<file path="config.mk">
export PLATFORM = sky130hd
export DESIGN_NAME = fr90_ctrl
export DESIGN_NICKNAME = d
export VERILOG_FILES = /design/src/design/fr90_pkg.sv /design/src/design/fr90_ctrl.sv
export SDC_FILE = /design/constraint.sdc
export NUM_CORES = 1
export LEC_CHECK = 0
export ABC_AREA = 1
export BUFFER_PORTS_ARGS = -buffer_cell sky130_fd_sc_hd__clkbuf_2
export CORE_ASPECT_RATIO = 1.1
export CORE_UTILIZATION = 60
export CTS_CLUSTER_DIAMETER = 100
export DETAILED_ROUTE_END_ITERATION = 7
export GPL_TIMING_DRIVEN = 0
export PLACE_DENSITY = 0.85
export SLEW_MARGIN = 10
export SYNTH_ARGS = -nofsm -noshare
export SYNTH_HDL_FRONTEND = slang
export SYNTH_SLANG_ARGS = --single-unit
</file>
<file path="constraint.sdc">
create_clock -name clk -period 4.05 [get_ports clk]
set_input_delay 0.405 -clock clk [delete_from_list [all_inputs] [get_ports clk]]
set_output_delay 0.405 -clock clk [all_outputs]
set_load 0.05 [all_outputs]
</file>
<file path="src/design/fr90_pkg.sv">
// shared types and constants of the 90 degree frame rotator
`default_nettype none

package fr90_pkg;

    localparam int unsigned CH_W  = 16;
    localparam int unsigned PIX_W = 3 * CH_W;
    localparam int unsigned DIM_CFG_W = 7;
    localparam int unsigned CFG_IDX_W = 2;
    localparam int unsigned CFG_DAT_W = 7;

    localparam logic [CFG_IDX_W-1:0] REG_NUM_ROWS   = 2'd0;
    localparam logic [CFG_IDX_W-1:0] REG_NUM_COLS   = 2'd1;
    localparam logic [CFG_IDX_W-1:0] REG_ROTATE_DIR = 2'd2;

    localparam logic [DIM_CFG_W-1:0] DIM_RESET = 7'd64;

    localparam logic KIND_LOAD  = 1'b0;
    localparam logic KIND_FETCH = 1'b1;

    localparam logic DIR_LEFT  = 1'b0;
    localparam logic DIR_RIGHT = 1'b1;

    typedef struct packed {
        logic mem_write;
        logic mem_read;
        logic eol;
        logic eof;
        logic out_load;
    } dp_cmd_t;

endpackage

`default_nettype wire

</file>
<file path="src/design/fr90_ctrl.sv">
// controller: configuration, load and fetch counters, handshake sequencing
`default_nettype none

module fr90_ctrl #(
    parameter int unsigned MAX_DIM = 64,
    parameter int unsigned IDX_W   = 6
) (
    input  wire logic                          clk,
    input  wire logic                          rst_n,
    input  wire logic                          cfg_we,
    input  wire logic [fr90_pkg::CFG_IDX_W-1:0] cfg_index,
    input  wire logic [fr90_pkg::CFG_DAT_W-1:0] cfg_data,
    input  wire logic                          in_valid,
    input  wire logic                          in_kind,
    output logic                               in_ready,
    output logic                               out_valid,
    input  wire logic                          out_ready,
    output logic [2*IDX_W-1:0]                 mem_addr,
    output fr90_pkg::dp_cmd_t                  cmd
);
    import fr90_pkg::*;

    localparam int unsigned DIM_W = $clog2(MAX_DIM + 1);
    localparam int unsigned EXT_W = (DIM_W > DIM_CFG_W) ? DIM_W : DIM_CFG_W;
    localparam logic [EXT_W-1:0] MAX_EXT = EXT_W'(MAX_DIM);

    localparam logic ST_IDLE = 1'b0;
    localparam logic ST_PEND = 1'b1;

    logic                 state_reg, state_next;
    logic                 out_valid_reg, out_valid_next;
    logic [DIM_CFG_W-1:0] num_rows_reg, num_cols_reg;
    logic                 rotate_dir_reg;
    logic [IDX_W-1:0]     load_row_reg, load_row_next;
    logic [IDX_W-1:0]     load_col_reg, load_col_next;
    logic [IDX_W-1:0]     emit_row_reg, emit_row_next;
    logic [IDX_W-1:0]     emit_col_reg, emit_col_next;

    logic [DIM_W-1:0] nr_eff, nc_eff;
    logic [IDX_W-1:0] nr_last, nc_last;
    logic [IDX_W-1:0] src_row, src_col;
    logic             move, accept, eol, eof, dim_write;

    function automatic logic [DIM_W-1:0] eff_dim(input logic [DIM_CFG_W-1:0] v);
        logic [EXT_W-1:0] v_ext;
        v_ext = EXT_W'(v);
        if (v_ext == '0)
            eff_dim = DIM_W'(1);
        else if (v_ext > MAX_EXT)
            eff_dim = DIM_W'(MAX_DIM);
        else
            eff_dim = DIM_W'(v_ext);
    endfunction

    assign nr_eff  = eff_dim(num_rows_reg);
    assign nc_eff  = eff_dim(num_cols_reg);
    assign nr_last = IDX_W'(nr_eff - DIM_W'(1));
    assign nc_last = IDX_W'(nc_eff - DIM_W'(1));

    // handshake
    assign move      = (state_reg == ST_PEND) && (!out_valid_reg || out_ready);
    assign in_ready  = (state_reg == ST_IDLE) || move;
    assign accept    = in_valid && in_ready;
    assign out_valid = out_valid_reg;
    assign dim_write = cfg_we && ((cfg_index == REG_NUM_ROWS) || (cfg_index == REG_NUM_COLS));

    // rotated source coordinates
    always_comb
    begin
        if (rotate_dir_reg == DIR_LEFT)
        begin
            src_row = emit_col_reg;
            src_col = nc_last - emit_row_reg;
        end
        else
        begin
            src_row = nr_last - emit_col_reg;
            src_col = emit_row_reg;
        end
    end

    assign eol = (emit_col_reg == nr_last);
    assign eof = eol && (emit_row_reg == nc_last);

    assign mem_addr = (in_kind == KIND_LOAD) ? {load_row_reg, load_col_reg}
                                             : {src_row, src_col};

    always_comb
    begin
        cmd.mem_write = accept && (in_kind == KIND_LOAD);
        cmd.mem_read  = accept && (in_kind == KIND_FETCH);
        cmd.eol       = eol;
        cmd.eof       = eof;
        cmd.out_load  = move;
    end

    always_comb
    begin
        state_next = state_reg;
        unique case (state_reg)
            ST_IDLE:
            begin
                if (cmd.mem_read)
                    state_next = ST_PEND;
            end
            ST_PEND:
            begin
                if (move && !cmd.mem_read)
                    state_next = ST_IDLE;
            end
            default: state_next = ST_IDLE;
        endcase
    end

    always_comb
    begin
        out_valid_next = out_valid_reg;
        if (move)
            out_valid_next = 1'b1;
        else if (out_ready)
            out_valid_next = 1'b0;
    end

    // counters
    always_comb
    begin
        load_row_next = load_row_reg;
        load_col_next = load_col_reg;
        emit_row_next = emit_row_reg;
        emit_col_next = emit_col_reg;
        if (cmd.mem_write)
        begin
            if (load_col_reg == nc_last)
            begin
                load_col_next = '0;
                load_row_next = (load_row_reg == nr_last) ? '0 : load_row_reg + 1'b1;
            end
            else
            begin
                load_col_next = load_col_reg + 1'b1;
            end
        end
        if (cmd.mem_read)
        begin
            if (eol)
            begin
                emit_col_next = '0;
                emit_row_next = eof ? '0 : emit_row_reg + 1'b1;
            end
            else
            begin
                emit_col_next = emit_col_reg + 1'b1;
            end
        end
        if (dim_write)
        begin
            load_row_next = '0;
            load_col_next = '0;
            emit_row_next = '0;
            emit_col_next = '0;
        end
    end

    always_ff @(posedge clk or negedge rst_n)
    begin
        if (!rst_n)
        begin
            state_reg      <= ST_IDLE;
            out_valid_reg  <= 1'b0;
            num_rows_reg   <= DIM_RESET;
            num_cols_reg   <= DIM_RESET;
            rotate_dir_reg <= DIR_LEFT;
            load_row_reg   <= '0;
            load_col_reg   <= '0;
            emit_row_reg   <= '0;
            emit_col_reg   <= '0;
        end
        else
        begin
            state_reg     <= state_next;
            out_valid_reg <= out_valid_next;
            load_row_reg  <= load_row_next;
            load_col_reg  <= load_col_next;
            emit_row_reg  <= emit_row_next;
            emit_col_reg  <= emit_col_next;
            if (cfg_we)
            begin
                unique case (cfg_index)
                    REG_NUM_ROWS:   num_rows_reg   <= cfg_data[DIM_CFG_W-1:0];
                    REG_NUM_COLS:   num_cols_reg   <= cfg_data[DIM_CFG_W-1:0];
                    REG_ROTATE_DIR: rotate_dir_reg <= cfg_data[0];
                    default:        ;
                endcase
            end
        end
    end

endmodule

`default_nettype wire

</file>
=== Yosys cells after proc, flatten, opt, wreduce, memory -nomap -nowiden ===
Cells that the tools add are included.

* Logic and storage cells: 78
* Bits of input ports: 15
* Bits in writable memories: 0
* Register bits: 41
* Memories kept: 0
* Latch bits: 0
* ROM bits: 0

* Bitwise logic cells: 2
* $lt $le $gt $ge: 2
* Shift-type cells: 0
* Equality and inequality tests: 6
* Div/mod/pow operators: 0
* Multiply operators: 0
* Mux-type cells: 26
* Reductions and logical operators: 25
* $add $sub $neg: 8

{| class="wikitable"
|+ Operator list
! operator !! number
|-
| 2-to-1 mux 6 bit || 20
|-
| adder 6 x 1 -> 6 bit (second input constant) || 4
|-
| == test 6 bit || 4
|-
| greater-than comparator 7 bit (second input constant) || 2
|-
| logical NOT 7 bit || 2
|-
| 2-to-1 mux 12 bit || 1
|-
| subtractor 6 x 1 -> 6 bit (second input constant) || 2
|-
| subtractor 6 bit || 2
|-
| AND reduction 2 bit || 5
|-
| nonzero test 2 bit || 5
|-
| logical AND 1 bit || 7
|-
| 2-to-1 mux 1 bit || 4
|-
| logical OR 1 bit || 3
|-
| == test 2 x 1 -> 1 bit (second input constant) || 1
|-
| == test 2 bit (second input constant) || 1
|-
| logical NOT 1 bit || 2
|-
| logical NOT 2 bit || 1
|-
| inverter 1 bit || 2
|-
| case mux 1 bit (2 select lines) || 1
|}

=== Logic depth before layout (Yosys ltp) ===
* Depth in word-level cells: 10
* Gate-level depth with buffers: 20
* Mapped depth without buffers: 20

=== Worst setup path after synthesis ===
No wires, ideal clock.

* Kind: flip-flop to output port
* Start point: register num_rows_reg[2]
* End point: output port mem_addr[7]
* Cell stages (with the launch flop): 10
* Arrival time: 2.911 ns
* Path buffers: 1
* Data required time: 3.645 ns
* Slack: 0.734 ns
* Path through: dfrtp_1 -> nor2_1 -> nand2_1 -> o21a_1 -> buf_2 -> ha_1 -> inv_1 -> fa_1 -> nor2_1 -> o21ai_0

* Longest elaborated chain between the ends: 7
* Elaborated cells on any way between the ends: 8
* Classes of those cells: add/sub (2); order compare (1); mux (4); reduce/logical (1)

{| class="wikitable"
|+ Ends and longest elaborated chain
! element !! line !! RTL
|-
| from (decl) || fr90_ctrl.sv:32 || <nowiki>logic [DIM_CFG_W-1:0] num_rows_reg, num_cols_reg;</nowiki>
|-
| from (signal assigned) || fr90_ctrl.sv:189 || <nowiki>REG_NUM_ROWS: num_rows_reg <= cfg_data[DIM_CFG_W-1:0];</nowiki>
|-
| greater-than comparator 7 bit || fr90_ctrl.sv:49 || <nowiki>else if (v_ext > MAX_EXT)</nowiki>
|-
| 2-to-1 mux 6 bit || fr90_ctrl.sv:49 ||
|-
| 2-to-1 mux 6 bit * || fr90_ctrl.sv:47 || <nowiki>if (v_ext == '0)</nowiki>
|-
| subtractor 6 x 1 -> 6 bit * || fr90_ctrl.sv:57 || <nowiki>assign nr_last = IDX_W'(nr_eff - DIM_W'(1));</nowiki>
|-
| subtractor 6 bit * || fr90_ctrl.sv:77 || <nowiki>src_row = nr_last - emit_col_reg;</nowiki>
|-
| 2-to-1 mux 6 bit * || fr90_ctrl.sv:70 || <nowiki>if (rotate_dir_reg == DIR_LEFT)</nowiki>
|-
| 2-to-1 mux 12 bit * || fr90_ctrl.sv:85 || <nowiki>assign mem_addr = (in_kind == KIND_LOAD) ? {load_row_reg, load_col_reg}</nowiki>
|-
| to (decl) || fr90_ctrl.sv:18 || <nowiki>output logic [2*IDX_W-1:0] mem_addr,</nowiki>
|}

Every way passes the cells marked *; elsewhere a longest branch is shown, timed or not.

=== Final worst setup path ===
* Start point: register num_cols_reg[1]
* End point: output port mem_addr[5]

* Longest elaborated chain between the ends: 7
* Elaborated cells on any way between the ends: 8
* Classes of those cells: add/sub (2); order compare (1); mux (4); reduce/logical (1)

{| class="wikitable"
|+ Ends and longest elaborated chain
! element !! line !! RTL
|-
| from (decl) || fr90_ctrl.sv:32 ||
|-
| from (signal assigned) || fr90_ctrl.sv:190 || <nowiki>REG_NUM_COLS: num_cols_reg <= cfg_data[DIM_CFG_W-1:0];</nowiki>
|-
| greater-than comparator 7 bit || fr90_ctrl.sv:49 ||
|-
| 2-to-1 mux 6 bit || fr90_ctrl.sv:49 ||
|-
| 2-to-1 mux 6 bit * || fr90_ctrl.sv:47 ||
|-
| subtractor 6 x 1 -> 6 bit * || fr90_ctrl.sv:58 || <nowiki>assign nc_last = IDX_W'(nc_eff - DIM_W'(1));</nowiki>
|-
| subtractor 6 bit * || fr90_ctrl.sv:73 || <nowiki>src_col = nc_last - emit_row_reg;</nowiki>
|-
| 2-to-1 mux 6 bit * || fr90_ctrl.sv:70 ||
|-
| 2-to-1 mux 12 bit * || fr90_ctrl.sv:85 ||
|}

Marked as above.

==> run summary <==
Psw - 1.08 mW
Max Clock Skew - 7.48 ps
Seq/Total Area, Yosys - 31.8%
post-detail-place hpwl - 5900 um
routed vias - 3,142
total power - 2.13 mW
clk root buf - clkbuf_8
Crit Path Max Fanout - 7
crit-path max cell delay - 440 ps
post-cts repair resize count - 0
Die Ht - 79.0 um
Clock Path Buffers - 2
core area - 5100 um2
FMAX - 265 MHz
DR WL/cell - 13.1 um
buffers and inverters on the worst path - 3
CTS tree - yes
FF-to-FF path depth - 19
I/O Buffers - 33
Hold Fails Final Rpt - 0
Worst Path Arrival - 3360 ps
initial core utilization - 63.4%
Flop pwr share - 29.7%
CTS Buf Count - 5
most used cell, CP - nand2_1
setup bufs post-CTS - 0
Tot GR Track Use - 29.5%
CP Depth - 20
most frequent cells in the layout - 119 x nand2_1, 68 x inv_1, 40 x o21ai_0
P per Cell Area - 595 nW/um2
Slew Limit Fails - 0
Clk pwr share - 11.9%
status - completed
switch share - 50.7%
vias in the first global route - 2,964
synthesized cell area - 3230 um2
worst slack, placed - 547 ps
number of nets in the layout - 542
Netlist cell types - 36
#FFs+latches synth - 41
Max Cap Violations - 0
first-pass GRT wire length - 13,200 um
Tightest Pin Transition - 1010 ps
CTS Hold Bufs - 0
htree depth - 2
Avg Vias per Cell - 5.41
critical-path cell list - nor2_1 -> nand2_1 -> o21ai_2 -> nand2_4 -> ha_1 -> inv_1 -> nand3_1 -> nand2_1 -> ha_1 -> nand2_1 -> nor2_1 -> a211oi_2 -> nor2_1 -> inv_1 -> nand2_1 -> a21oi_1 -> nor2_1 -> o21ai_0 -> nand2_1 -> clkbuf_4
leak pwr - 1.88 nW
Most used DFF post-synth - dfrtp_1
layout cells sized above 1 - 14.3%
drt initial violations - 294
area grow syn2layout - 11.0%
CP delay by family, top - simple AND/OR/NAND/NOR gates
CTS Sinks - 41
largest net degree at the start of global routing - 42
Worst-Skew Late Latency - 290 ps
First-pass DRT Iterations - 7
Die ar. - 5690 um2
Period minus WS final - 3770 ps
setup violators final - 0
combinational power share - 58.4%
Max transition margin - 32.4%
Hold/Removal Path Class - in -> async
Cell Int Power - 1.05 mW
clock slew at reported path FFs - 80 ps
RD Place Congestion - 0.911
required time worst endpoint - 3640 ps
Final period util - 93.0%
RSZ-0062 raised after global routing - no
Antenna Nets Post-Route - 0
most common cell after layout, fill and taps aside - nand2_1
Final Hold Slack - 274 ps
drt drc - 0
CP Capture Type - output pin
Synth warnings - 0
crit start category - register
Avg Cell Area, Syn - 6.89 um2
Crit Path Category - reg -> out
fillcell total - 445
Setup WS post-layout - 282 ps
cell row count - 27
die width - 72.0 um
asr flop ratio synth - 100%
Slowest cell on crit path - dfrtp_1
number of I/O pins - 34
Synth Instances - 469
ant diodes - 0
setup_tns - 0 ps
syn nets - 502
routed wire length - 7620 um
grt ovf - 0
Max VDD drop - 0.261 mV
EDFF count, synth - 0
initial antenna violation count - 0
[path summary, 6_finish.rpt]
path / from / endpoint / slack [ps]
min: rst_n / emit_col_reg[3]$_DFFE_PN0P_ / 270
min reg2reg: state_reg$_DFF_PN0_ / out_valid$_DFFE_PN0P_ / 490
max reg2reg: num_rows_reg[6]$_DFFE_PN1P_ / emit_row_reg[5]$_DFFE_PN0P_ / 1040
max: num_cols_reg[1]$_DFFE_PN0P_ / mem_addr[5] / 280
max in group asynchronous: rst_n / num_cols_reg[2]$_DFFE_PN0P_ / 3080
min in group clk: cfg_data[6] / num_cols_reg[6]$_DFFE_PN1P_ / 360
[cell usage after synthesis, types with 2 or more instances]
cell type / count / area share, %
o22ai_1: 6 / 1.2
clkbuf_1: 7 / 0.81
nand3b_1: 2 / 0.46
dfstp_2: 2 / 1.6
inv_1: 68 / 7.9
xor2_1: 16 / 4.3
nand2_1: 119 / 14
nand2_4: 2 / 0.70
a22oi_1: 2 / 0.46
nand2_2: 5 / 0.97
nand3_2: 6 / 1.9
o21ai_1: 5 / 0.77
nand3_1: 39 / 6.0
dfrtp_1: 39 / 30
nor3_1: 14 / 2.2
o21ai_0: 40 / 6.2
inv_2: 4 / 0.46
nand4_1: 4 / 0.77
fa_1: 2 / 1.2
a21oi_1: 19 / 2.9
nor2_2: 2 / 0.39
xnor2_1: 3 / 0.81
buf_4: 3 / 0.70
nor2_1: 31 / 3.6
o21ai_2: 3 / 0.81
ha_1: 16 / 6.2
[per-layer routing]
layer	vias to the layer above	GRT usage, %	share of wire, %	wire length (um)
met4	0	8.63	1.3	99
met2	104	51.4	49	3770
met3	13	4.31	6.1	464
met1	1429	37.6	43	3290
li1	1596	-	-	-
met5	-	0	0	0
[power by group through the flow]
stage | Clock [mW] | Combinational, mW | Sequential (mW)
5_1_grt | 0.267 | 1.41 | 0.650
6_report | 0.254 | 1.25 | 0.633
2_1_floorplan | 0 | 0.971 | 0.605
3_3_place_gp | 0 | 1.17 | 0.632
3_5_place_dp | 0 | 1.21 | 0.636
4_1_cts | 0.258 | 1.22 | 0.629
[logic make-up after synthesis]
group	after synthesis	synth area share, %
compound gates	80	13.9
xor+xnor	19	5.15
fa+ha+maj	18	7.43
buf+inv	85	10.5
flops	41	31.8
mux	1	0.310
simple gates	225	31.0
[per-stage QoR]
step                      std cells  area (um2)  util, %
after floorplan                 469        3230        -
after global placement          574        3490     68.4
after detailed placement        574        3490     68.4
after CTS                       581        3570     69.9
after global routing            581        3590     70.3
final                           581        3590     70.3
[area by class of cell]
cell class                 instances  area [um2]  area share, %
buffer                            12        67.6           1.88
inverter                          73         274           7.64
clock buffer                       6        72.6           2.02
clock inverter                     1        5.00          0.140
tap                               72        90.1           2.51
sequential                        41        1030           28.7
timing repair buffer              33         170           4.74
multi-input combinational        343        1880           52.4
No activity file was read; power rests on OpenSTA's default activity.
